**src/jsu_pkg.sv**
```systemverilog
package jsu_pkg;

    localparam int MaxResults = 4;

    typedef enum logic [2:0] {
        MODE_IDLE,
        MODE_STR,
        MODE_ESC,
        MODE_HEX_FIRST,
        MODE_WANT_BSLASH,
        MODE_WANT_U,
        MODE_HEX_SECOND
    } mode_t;

    localparam logic [3:0] ST_BYTE      = 4'd0;
    localparam logic [3:0] ST_DONE      = 4'd1;
    localparam logic [3:0] ST_UNTERM    = 4'd2;
    localparam logic [3:0] ST_OPEN_ESC  = 4'd3;
    localparam logic [3:0] ST_SHORT_HEX = 4'd4;
    localparam logic [3:0] ST_BAD_HEX   = 4'd5;
    localparam logic [3:0] ST_SURROGATE = 4'd6;
    localparam logic [3:0] ST_BAD_ESC   = 4'd7;
    localparam logic [3:0] ST_NO_QUOTE  = 4'd8;

    // results caused by one input word; status applies to every entry
    typedef struct packed {
        logic [2:0]                 cnt;
        logic [3:0]                 status;
        logic [MaxResults-1:0][7:0] data;
    } bundle_t;

    typedef struct packed {
        mode_t       mode;
        logic [15:0] hex;
        logic [1:0]  digits;
        logic [9:0]  high;
    } scan_t;

    localparam scan_t SCAN_RESET = '{mode: MODE_IDLE, hex: 16'h0, digits: 2'd0, high: 10'h0};

endpackage

```
**src/jsu_scan.sv**
```systemverilog
module jsu_scan (
    input  logic                clk,
    input  logic                rst_n,
    input  logic                accept,
    input  logic [7:0]          text_byte,
    input  logic                text_end,
    output jsu_pkg::bundle_t    bundle
);

    jsu_pkg::scan_t scan_reg;
    jsu_pkg::scan_t scan_next;

    logic [4:0]  digit;
    logic [15:0] hex_word;
    logic [20:0] pair_cp;

    // 0..15 for a hex digit, 16 otherwise
    function automatic logic [4:0] hex_of(input logic [7:0] c);
        logic [4:0] r;
        r = 5'd16;
        if (c >= 8'h30 && c <= 8'h39) r = 5'(c - 8'h30);
        else if (c >= 8'h61 && c <= 8'h66) r = 5'(c - 8'h57);
        else if (c >= 8'h41 && c <= 8'h46) r = 5'(c - 8'h37);
        return r;
    endfunction

    function automatic jsu_pkg::bundle_t utf8(input logic [20:0] cp);
        jsu_pkg::bundle_t b;
        b = '0;
        b.status = jsu_pkg::ST_BYTE;
        if (cp < 21'h80) begin
            b.cnt     = 3'd1;
            b.data[0] = cp[7:0];
        end
        else if (cp < 21'h800) begin
            b.cnt     = 3'd2;
            b.data[0] = {3'b110, cp[10:6]};
            b.data[1] = {2'b10, cp[5:0]};
        end
        else if (cp < 21'h10000) begin
            b.cnt     = 3'd3;
            b.data[0] = {4'b1110, cp[15:12]};
            b.data[1] = {2'b10, cp[11:6]};
            b.data[2] = {2'b10, cp[5:0]};
        end
        else begin
            b.cnt     = 3'd4;
            b.data[0] = {5'b11110, cp[20:18]};
            b.data[1] = {2'b10, cp[17:12]};
            b.data[2] = {2'b10, cp[11:6]};
            b.data[3] = {2'b10, cp[5:0]};
        end
        return b;
    endfunction

    function automatic jsu_pkg::bundle_t fin(input logic [3:0] st);
        jsu_pkg::bundle_t b;
        b        = '0;
        b.cnt    = 3'd1;
        b.status = st;
        return b;
    endfunction

    assign digit    = hex_of(text_byte);
    assign hex_word = {scan_reg.hex[11:0], digit[3:0]};
    assign pair_cp  = 21'({scan_reg.high, hex_word[9:0]}) + 21'h1_0000;

    always_comb
    begin
        scan_next = scan_reg;
        bundle    = '0;
        unique case (scan_reg.mode)
            jsu_pkg::MODE_STR:
            begin
                if (text_end) begin
                    scan_next = jsu_pkg::SCAN_RESET;
                    bundle    = fin(jsu_pkg::ST_UNTERM);
                end
                else if (text_byte == 8'h22) begin
                    scan_next = jsu_pkg::SCAN_RESET;
                    bundle    = fin(jsu_pkg::ST_DONE);
                end
                else if (text_byte == 8'h5C) begin
                    scan_next.mode = jsu_pkg::MODE_ESC;
                end
                else begin
                    bundle.cnt     = 3'd1;
                    bundle.data[0] = text_byte;
                end
            end
            jsu_pkg::MODE_ESC:
            begin
                if (text_end) begin
                    scan_next = jsu_pkg::SCAN_RESET;
                    bundle    = fin(jsu_pkg::ST_OPEN_ESC);
                end
                else begin
                    scan_next.mode = jsu_pkg::MODE_STR;
                    bundle.cnt     = 3'd1;
                    unique case (text_byte)
                        8'h22, 8'h5C, 8'h2F: bundle.data[0] = text_byte;
                        8'h62: bundle.data[0] = 8'h08;
                        8'h66: bundle.data[0] = 8'h0C;
                        8'h6E: bundle.data[0] = 8'h0A;
                        8'h72: bundle.data[0] = 8'h0D;
                        8'h74: bundle.data[0] = 8'h09;
                        8'h75:
                        begin
                            bundle.cnt       = 3'd0;
                            scan_next.mode   = jsu_pkg::MODE_HEX_FIRST;
                            scan_next.hex    = 16'h0;
                            scan_next.digits = 2'd0;
                        end
                        default:
                        begin
                            scan_next = jsu_pkg::SCAN_RESET;
                            bundle    = fin(jsu_pkg::ST_BAD_ESC);
                        end
                    endcase
                end
            end
            jsu_pkg::MODE_HEX_FIRST, jsu_pkg::MODE_HEX_SECOND:
            begin
                if (text_end) begin
                    scan_next = jsu_pkg::SCAN_RESET;
                    bundle    = fin(jsu_pkg::ST_SHORT_HEX);
                end
                else if (digit[4]) begin
                    scan_next = jsu_pkg::SCAN_RESET;
                    bundle    = fin(jsu_pkg::ST_BAD_HEX);
                end
                else if (scan_reg.digits != 2'd3) begin
                    scan_next.hex    = hex_word;
                    scan_next.digits = scan_reg.digits + 2'd1;
                end
                else begin
                    scan_next.hex    = 16'h0;
                    scan_next.digits = 2'd0;
                    if (scan_reg.mode == jsu_pkg::MODE_HEX_FIRST) begin
                        if (hex_word[15:10] == 6'b110110) begin
                            scan_next.high = hex_word[9:0];
                            scan_next.mode = jsu_pkg::MODE_WANT_BSLASH;
                        end
                        else begin
                            scan_next.mode = jsu_pkg::MODE_STR;
                            bundle         = utf8({5'd0, hex_word});
                        end
                    end
                    else if (hex_word[15:10] != 6'b110111) begin
                        scan_next = jsu_pkg::SCAN_RESET;
                        bundle    = fin(jsu_pkg::ST_SURROGATE);
                    end
                    else begin
                        scan_next.mode = jsu_pkg::MODE_STR;
                        scan_next.high = 10'h0;
                        bundle         = utf8(pair_cp);
                    end
                end
            end
            jsu_pkg::MODE_WANT_BSLASH:
            begin
                if (text_end || text_byte != 8'h5C) begin
                    scan_next = jsu_pkg::SCAN_RESET;
                    bundle    = fin(jsu_pkg::ST_SURROGATE);
                end
                else begin
                    scan_next.mode = jsu_pkg::MODE_WANT_U;
                end
            end
            jsu_pkg::MODE_WANT_U:
            begin
                if (text_end || text_byte != 8'h75) begin
                    scan_next = jsu_pkg::SCAN_RESET;
                    bundle    = fin(jsu_pkg::ST_SURROGATE);
                end
                else begin
                    scan_next.mode   = jsu_pkg::MODE_HEX_SECOND;
                    scan_next.hex    = 16'h0;
                    scan_next.digits = 2'd0;
                end
            end
            default:
            begin
                scan_next.mode = jsu_pkg::MODE_IDLE;
                if (!text_end && text_byte != 8'h20 && text_byte != 8'h09
                    && text_byte != 8'h0D && text_byte != 8'h0A) begin
                    if (text_byte == 8'h22) begin
                        scan_next.mode = jsu_pkg::MODE_STR;
                    end
                    else begin
                        scan_next = jsu_pkg::SCAN_RESET;
                        bundle    = fin(jsu_pkg::ST_NO_QUOTE);
                    end
                end
            end
        endcase
    end

    always_ff @(posedge clk or negedge rst_n)
    begin
        if (!rst_n) begin
            scan_reg <= jsu_pkg::SCAN_RESET;
        end
        else if (accept) begin
            scan_reg <= scan_next;
        end
    end

endmodule

```
**src/jsu_emit.sv**
```systemverilog
module jsu_emit (
    input  logic                clk,
    input  logic                rst_n,
    input  logic                load,
    input  jsu_pkg::bundle_t    bundle,
    output logic                busy_stall,
    output logic                out_valid,
    input  logic                out_stall,
    output logic [7:0]          out_byte,
    output logic [3:0]          status,
    output logic                run_last
);

    logic [2:0]                          cnt_reg;
    logic [1:0]                          idx_reg;
    logic [3:0]                          status_reg;
    logic [jsu_pkg::MaxResults-1:0][7:0] data_reg;

    logic out_accept;
    logic last;

    assign out_valid  = cnt_reg != 3'd0;
    assign last       = ({1'b0, idx_reg} + 3'd1) == cnt_reg;
    assign out_accept = out_valid && !out_stall;
    assign busy_stall = out_valid && !(out_accept && last);

    assign out_byte = data_reg[idx_reg];
    assign status   = status_reg;
    assign run_last = last;

    always_ff @(posedge clk or negedge rst_n)
    begin
        if (!rst_n) begin
            cnt_reg <= 3'd0;
            idx_reg <= 2'd0;
        end
        else if (load) begin
            cnt_reg <= bundle.cnt;
            idx_reg <= 2'd0;
        end
        else if (out_accept) begin
            if (last) begin
                cnt_reg <= 3'd0;
                idx_reg <= 2'd0;
            end
            else begin
                idx_reg <= idx_reg + 2'd1;
            end
        end
    end

    always_ff @(posedge clk)
    begin
        if (load) begin
            status_reg <= bundle.status;
            data_reg   <= bundle.data;
        end
    end

endmodule

```
**src/json_string_unescape_utf8_top.sv**
```systemverilog
// Results of a word appear in the cycle after it is taken.
// Throughput: one input word per cycle while out_stall is low and each word
// makes at most one output word; a word making N UTF-8 bytes holds the input
// until its last byte leaves the single output buffer, one per unstalled cycle.
// Reset (rst_n low, asynchronous): scanner idle, hex state cleared, buffer empty.
module json_string_unescape_utf8_top (
    input  logic       clk,
    input  logic       rst_n,
    input  logic       in_valid,
    output logic       in_stall,
    input  logic [7:0] text_byte,
    input  logic       text_end,
    output logic       out_valid,
    input  logic       out_stall,
    output logic [7:0] out_byte,
    output logic [3:0] status,
    output logic       run_last
);

    logic             in_accept;
    jsu_pkg::bundle_t bundle;

    assign in_accept = in_valid && !in_stall;

    jsu_scan u_scan (
        .clk       (clk),
        .rst_n     (rst_n),
        .accept    (in_accept),
        .text_byte (text_byte),
        .text_end  (text_end),
        .bundle    (bundle)
    );

    jsu_emit u_emit (
        .clk        (clk),
        .rst_n      (rst_n),
        .load       (in_accept),
        .bundle     (bundle),
        .busy_stall (in_stall),
        .out_valid  (out_valid),
        .out_stall  (out_stall),
        .out_byte   (out_byte),
        .status     (status),
        .run_last   (run_last)
    );

    a_stall_only_when_pending: assert property (@(posedge clk) disable iff (!rst_n)
        in_stall |-> out_valid)
        else $error("input stalled with no result pending");

    a_status_is_last: assert property (@(posedge clk) disable iff (!rst_n)
        (out_valid && status != jsu_pkg::ST_BYTE) |-> (run_last && out_byte == 8'h00))
        else $error("status word not last or carries data");

    a_multi_byte_holds_input: assert property (@(posedge clk) disable iff (!rst_n)
        (out_valid && !run_last) |-> in_stall)
        else $error("input taken while a multi-byte result is still draining");

endmodule

```
**config.mk**
```make
export PLATFORM = sky130hd
export DESIGN_NAME = json_string_unescape_utf8_top
export DESIGN_NICKNAME = d
export VERILOG_FILES = /design/src/jsu_pkg.sv /design/src/jsu_scan.sv /design/src/jsu_emit.sv /design/src/json_string_unescape_utf8_top.sv
export SDC_FILE = /design/constraint.sdc
export NUM_CORES = 1
export LEC_CHECK = 0
export BUFFER_PORTS_ARGS = -buffer_cell sky130_fd_sc_hd__buf_2
export CAP_MARGIN = 30
export CORE_AREA = 8 8 126 128
export CTS_BUF_LIST = sky130_fd_sc_hd__clkbuf_4 sky130_fd_sc_hd__clkbuf_8
export CTS_CLUSTER_DIAMETER = 150
export CTS_CLUSTER_SIZE = 14
export DETAILED_ROUTE_END_ITERATION = 7
export DIE_AREA = 0 0 134 136
export PLACE_DENSITY_LB_ADDON = 0.08
export SETUP_SLACK_MARGIN = 0.3
export SLEW_MARGIN = 40
export SYNTH_ARGS = -nofsm -noshare
export SYNTH_HDL_FRONTEND = slang
export SYNTH_HIERARCHICAL = 1
export SYNTH_SLANG_ARGS = --single-unit
```
**constraint.sdc**
```tcl
create_clock -name clk -period 4.3 [get_ports clk]
set_input_delay 0.43 -clock clk [delete_from_list [all_inputs] [get_ports clk]]
set_output_delay 0.43 -clock clk [all_outputs]
set_load 0.1 [all_outputs]
```
==> results by group <==
Logic synthesis
  – Post-synth top area share: 22.7%
  – Yosys cell types: 85
  – Yosys Warn Count: 6
  – Post-Syn Instances: 509
  – Post-synth top area cell: edfxtp_1
  – Syn Area/Cell: 9.35 µm²
  – Synthesis-stage register bit count: 68
  – Synth cell count leaders: nor2_1 (56), nand2_1 (47), edfxtp_1 (36)
  – Mapped Area: 0.00476 mm²
  – Count leader, synth: nor2_1
  – Ys async rst share: 47.1%
  – Post-synth EDFFs: 36
  – Ranking of synthesized cells by area: edfxtp_1 (23%), dfrtp_1 (17%), mux4_1 (4.4%)
  – Register area share after synthesis: 39.5%
  – Top_reg_cell synth: edfxtp_1

Timing
  – Fmax: 309 MHz
  – Fin crit share: 75.3%
  – RSZ-0062 raised after global routing: false
  – Hold slack: 0.0144 ns
  – Aggregate negative setup slack: 0 ns
  – # setup viols final: 0
  – Slew headroom: 46.5%
  – Clk_skew: 0.00757 ns
  – Final hold vios: 0
  – Slew Limit Fails: 0
  – Tmin final: 3.24 ns
  – Worst slew pin tran: 0.800 ns

Setup path
  – Worst setup EP type: register
  – Critical Path, Cell by Cell: ha_1 -> xor2_1 -> nor4_2 -> nor2_1 -> nor2b_4 -> inv_1 -> a211o_1 -> nor2_1 -> nand3_2 -> mux2_4
  – CP top delay family: simple AND/OR/NAND/NOR gates
  – Worst path bufs/invs: 1
  – Crit Path Category: reg2reg
  – CP arrival: 3.48 ns
  – Critical Path RT: 4.54 ns
  – Crit path largest cell delay: 0.68 ns
  – Slowest-stage cell, CP: dfrtp_1
  – Crit start category: register
  – Most frequent CP cell: nor2_1
  – Critical Path Fanout Max: 14

Clock tree
  – Max Root-Sink Buffers: 2
  – Clock Latency Late Sink: 0.36 ns
  – Cts hold-fix bufs: 0
  – Htree depth: 3
  – Post-CTS Resized: 0
  – Clock buffer count from CTS: 9
  – Clock sinks: 68
  – TritonCTS clock tree: yes
  – Post-CTS Setup Bufs: 0
  – CTS clock-pin slew for the worst setup and hold paths: 0.08 ns
  – Clk root buf: clkbuf_8

GRT
  – First-pass GRT wire length: 23.5 mm
  – Vias in the first global route: 4,106
  – Largest net degree at the start of global routing: 48
  – Antenna violations before repair: 0
  – Gr ovfl total: 0
  – Tot GR Track Use: 16.7%

Detailed routing
  – Final wirelength: 14.8 mm
  – Met1 wire length: 6.82 mm
  – Highest Signal Layer: met4
  – Met2 wire len: 6.79 mm
  – Initial drt markers: 411
  – First drt pass iteration count: 5
  – Vias: 4,183
  – Vias per Instance: 5.83
  – Met3 routed WL: 700 µm
  – Detail Route Antenna Nets: 0
  – DRC viols: 0
  – Avg WL per Cell: 20.7 µm

Pwr
  – Peak VDD IR: 0.000204 V
  – Gate power share: 38.7%
  – Pint: 1.24 mW
  – P_sw: 1.01 mW
  – Sequential Power Share: 37.2%
  – P_leak: 2.04 nW
  – Sw frac: 44.9%
  – Clock power frac: 24.1%
  – PD cells: 429 mW/mm²

Final layout
  – Largest register FFs: 32
  – Final #Nets: 548
  – Fillers: 1,442
  – Antenna Cells: 0
  – Fraction of layout cells with a size suffix above 1: 15.8%
  – P&R area growth vs syn: 10.3%

Die
  – Initial Utilization: 33.9%
  – Core area: 0.0140 mm²
  – Num rows: 44
  – Die W: 134 µm
  – IO Pins: 28
  – Die Y: 136 µm
  – Die area: 0.0182 mm²

Run status
  – Status: finished, final reports clean

Flow run
  – Max-cap viol count: 0

Place
  – # port buffers: 27
  – Final estimated routing congestion in global placement: 0.902
  – Dpl hpwl: 10.8 mm

Min path
  – Worst hold path class: in2async
## power by group through the flow
stage | clock [mW] | sequential [mW] | combinational (mW)
final | 0.543 | 0.837 | 0.871
after global routing | 0.589 | 0.849 | 0.913
after CTS | 0.565 | 0.842 | 0.880
after detailed placement | 0 | 0.855 | 0.878
after global placement | 0 | 0.853 | 0.878
after floorplan | 0 | 0.877 | 0.714
## path summary, 6_finish.rpt
path / cells past startpoint / slack [ns] / from / endpoint
worst max-delay path: 10 / 1.06 / u_emit/idx_reg[0]$_DFFE_PN0P_ / u_scan/scan_reg[10]$_DFFE_PN0P_
worst min-delay path: 1 / 0.01 / rst_n / u_emit/idx_reg[0]$_DFFE_PN0P_
worst max register to register: 10 / 1.06 / u_emit/idx_reg[0]$_DFFE_PN0P_ / u_scan/scan_reg[10]$_DFFE_PN0P_
worst min register to register: 1 / 0.53 / u_scan/scan_reg[11]$_DFFE_PN0P_ / u_scan/scan_reg[11]$_DFFE_PN0P_
max in group asynchronous: 1 / 3.95 / rst_n / u_scan/scan_reg[10]$_DFFE_PN0P_
min in group clk: 3 / 0.41 / out_stall / u_emit/idx_reg[0]$_DFFE_PN0P_
## cell families after synthesis
family | share of synthesized area (%)
adders and majority gates | 1.84
other | 0.0788
DFF | 39.5
xor gates and xnor gates | 0.552
and+or+nand+nor | 21.9
muxes | 10.8
AOI/OAI and AO/OA | 20.2
buffers and inverters | 5.07
## per-layer routing
metal,global-route usage [%],up-vias
li1,-,1952
met1,21.7,2047
met2,26.6,147
met3,2.51,37
met4,8.67,0
met5,0,-
## cell usage in the layout (no fill, tap or decap), types with 3 or more instances in the layout
cell,count
and2_1,6
a22o_1,4
o31ai_1,4
mux2_2,6
dfrtp_1,32
inv_1,24
a221o_1,3
conb_1,3
nand4_1,5
nand2b_1,11
a21oi_1,31
nor3_1,16
or2_2,3
buf_2,26
nand2_1,47
nor2b_1,4
a21o_1,6
o22ai_1,7
nand3_1,14
clkbuf_8,9
a211oi_1,7
nor4_1,4
a22oi_1,5
a31oi_1,3
o211ai_1,4
o21a_1,3
mux4_1,8
o221ai_1,3
mux2i_1,13
ha_1,7
o21ai_0,28
edfxtp_1,36
buf_4,10
mux2_4,7
nor2_1,56
o22a_1,3
and3_1,5
## layout make-up
type / instances / area, µm² / share of cell area (%)
tap: 184 / 230 / 4.38
multi-input combinational: 389 / 2650 / 50.4
sequential: 68 / 1880 / 35.8
clock inverter: 7 / 75.1 / 1.43
clock buffer: 9 / 124 / 2.36
inverter: 24 / 90.1 / 1.72
timing repair buffer: 36 / 205 / 3.91
## per-stage QoR
stage | cells | setup WS (ns) | cell area [µm²] | power, mW | utilization [%]
3_3_place_gp | 701 | 0.937 | 5050 | 1.73 | 36.0
2_1_floorplan | 511 | 0.443 | 4770 | 1.59 | -
4_1_cts | 717 | 1.03 | 5250 | 2.29 | 37.4
6_report | 717 | 1.06 | 5250 | 2.25 | 37.4
5_1_grt | 717 | 0.829 | 5250 | 2.35 | 37.4
3_5_place_dp | 701 | 1.05 | 5050 | 1.73 | 36.0
(Power assumes the default switching activity.)
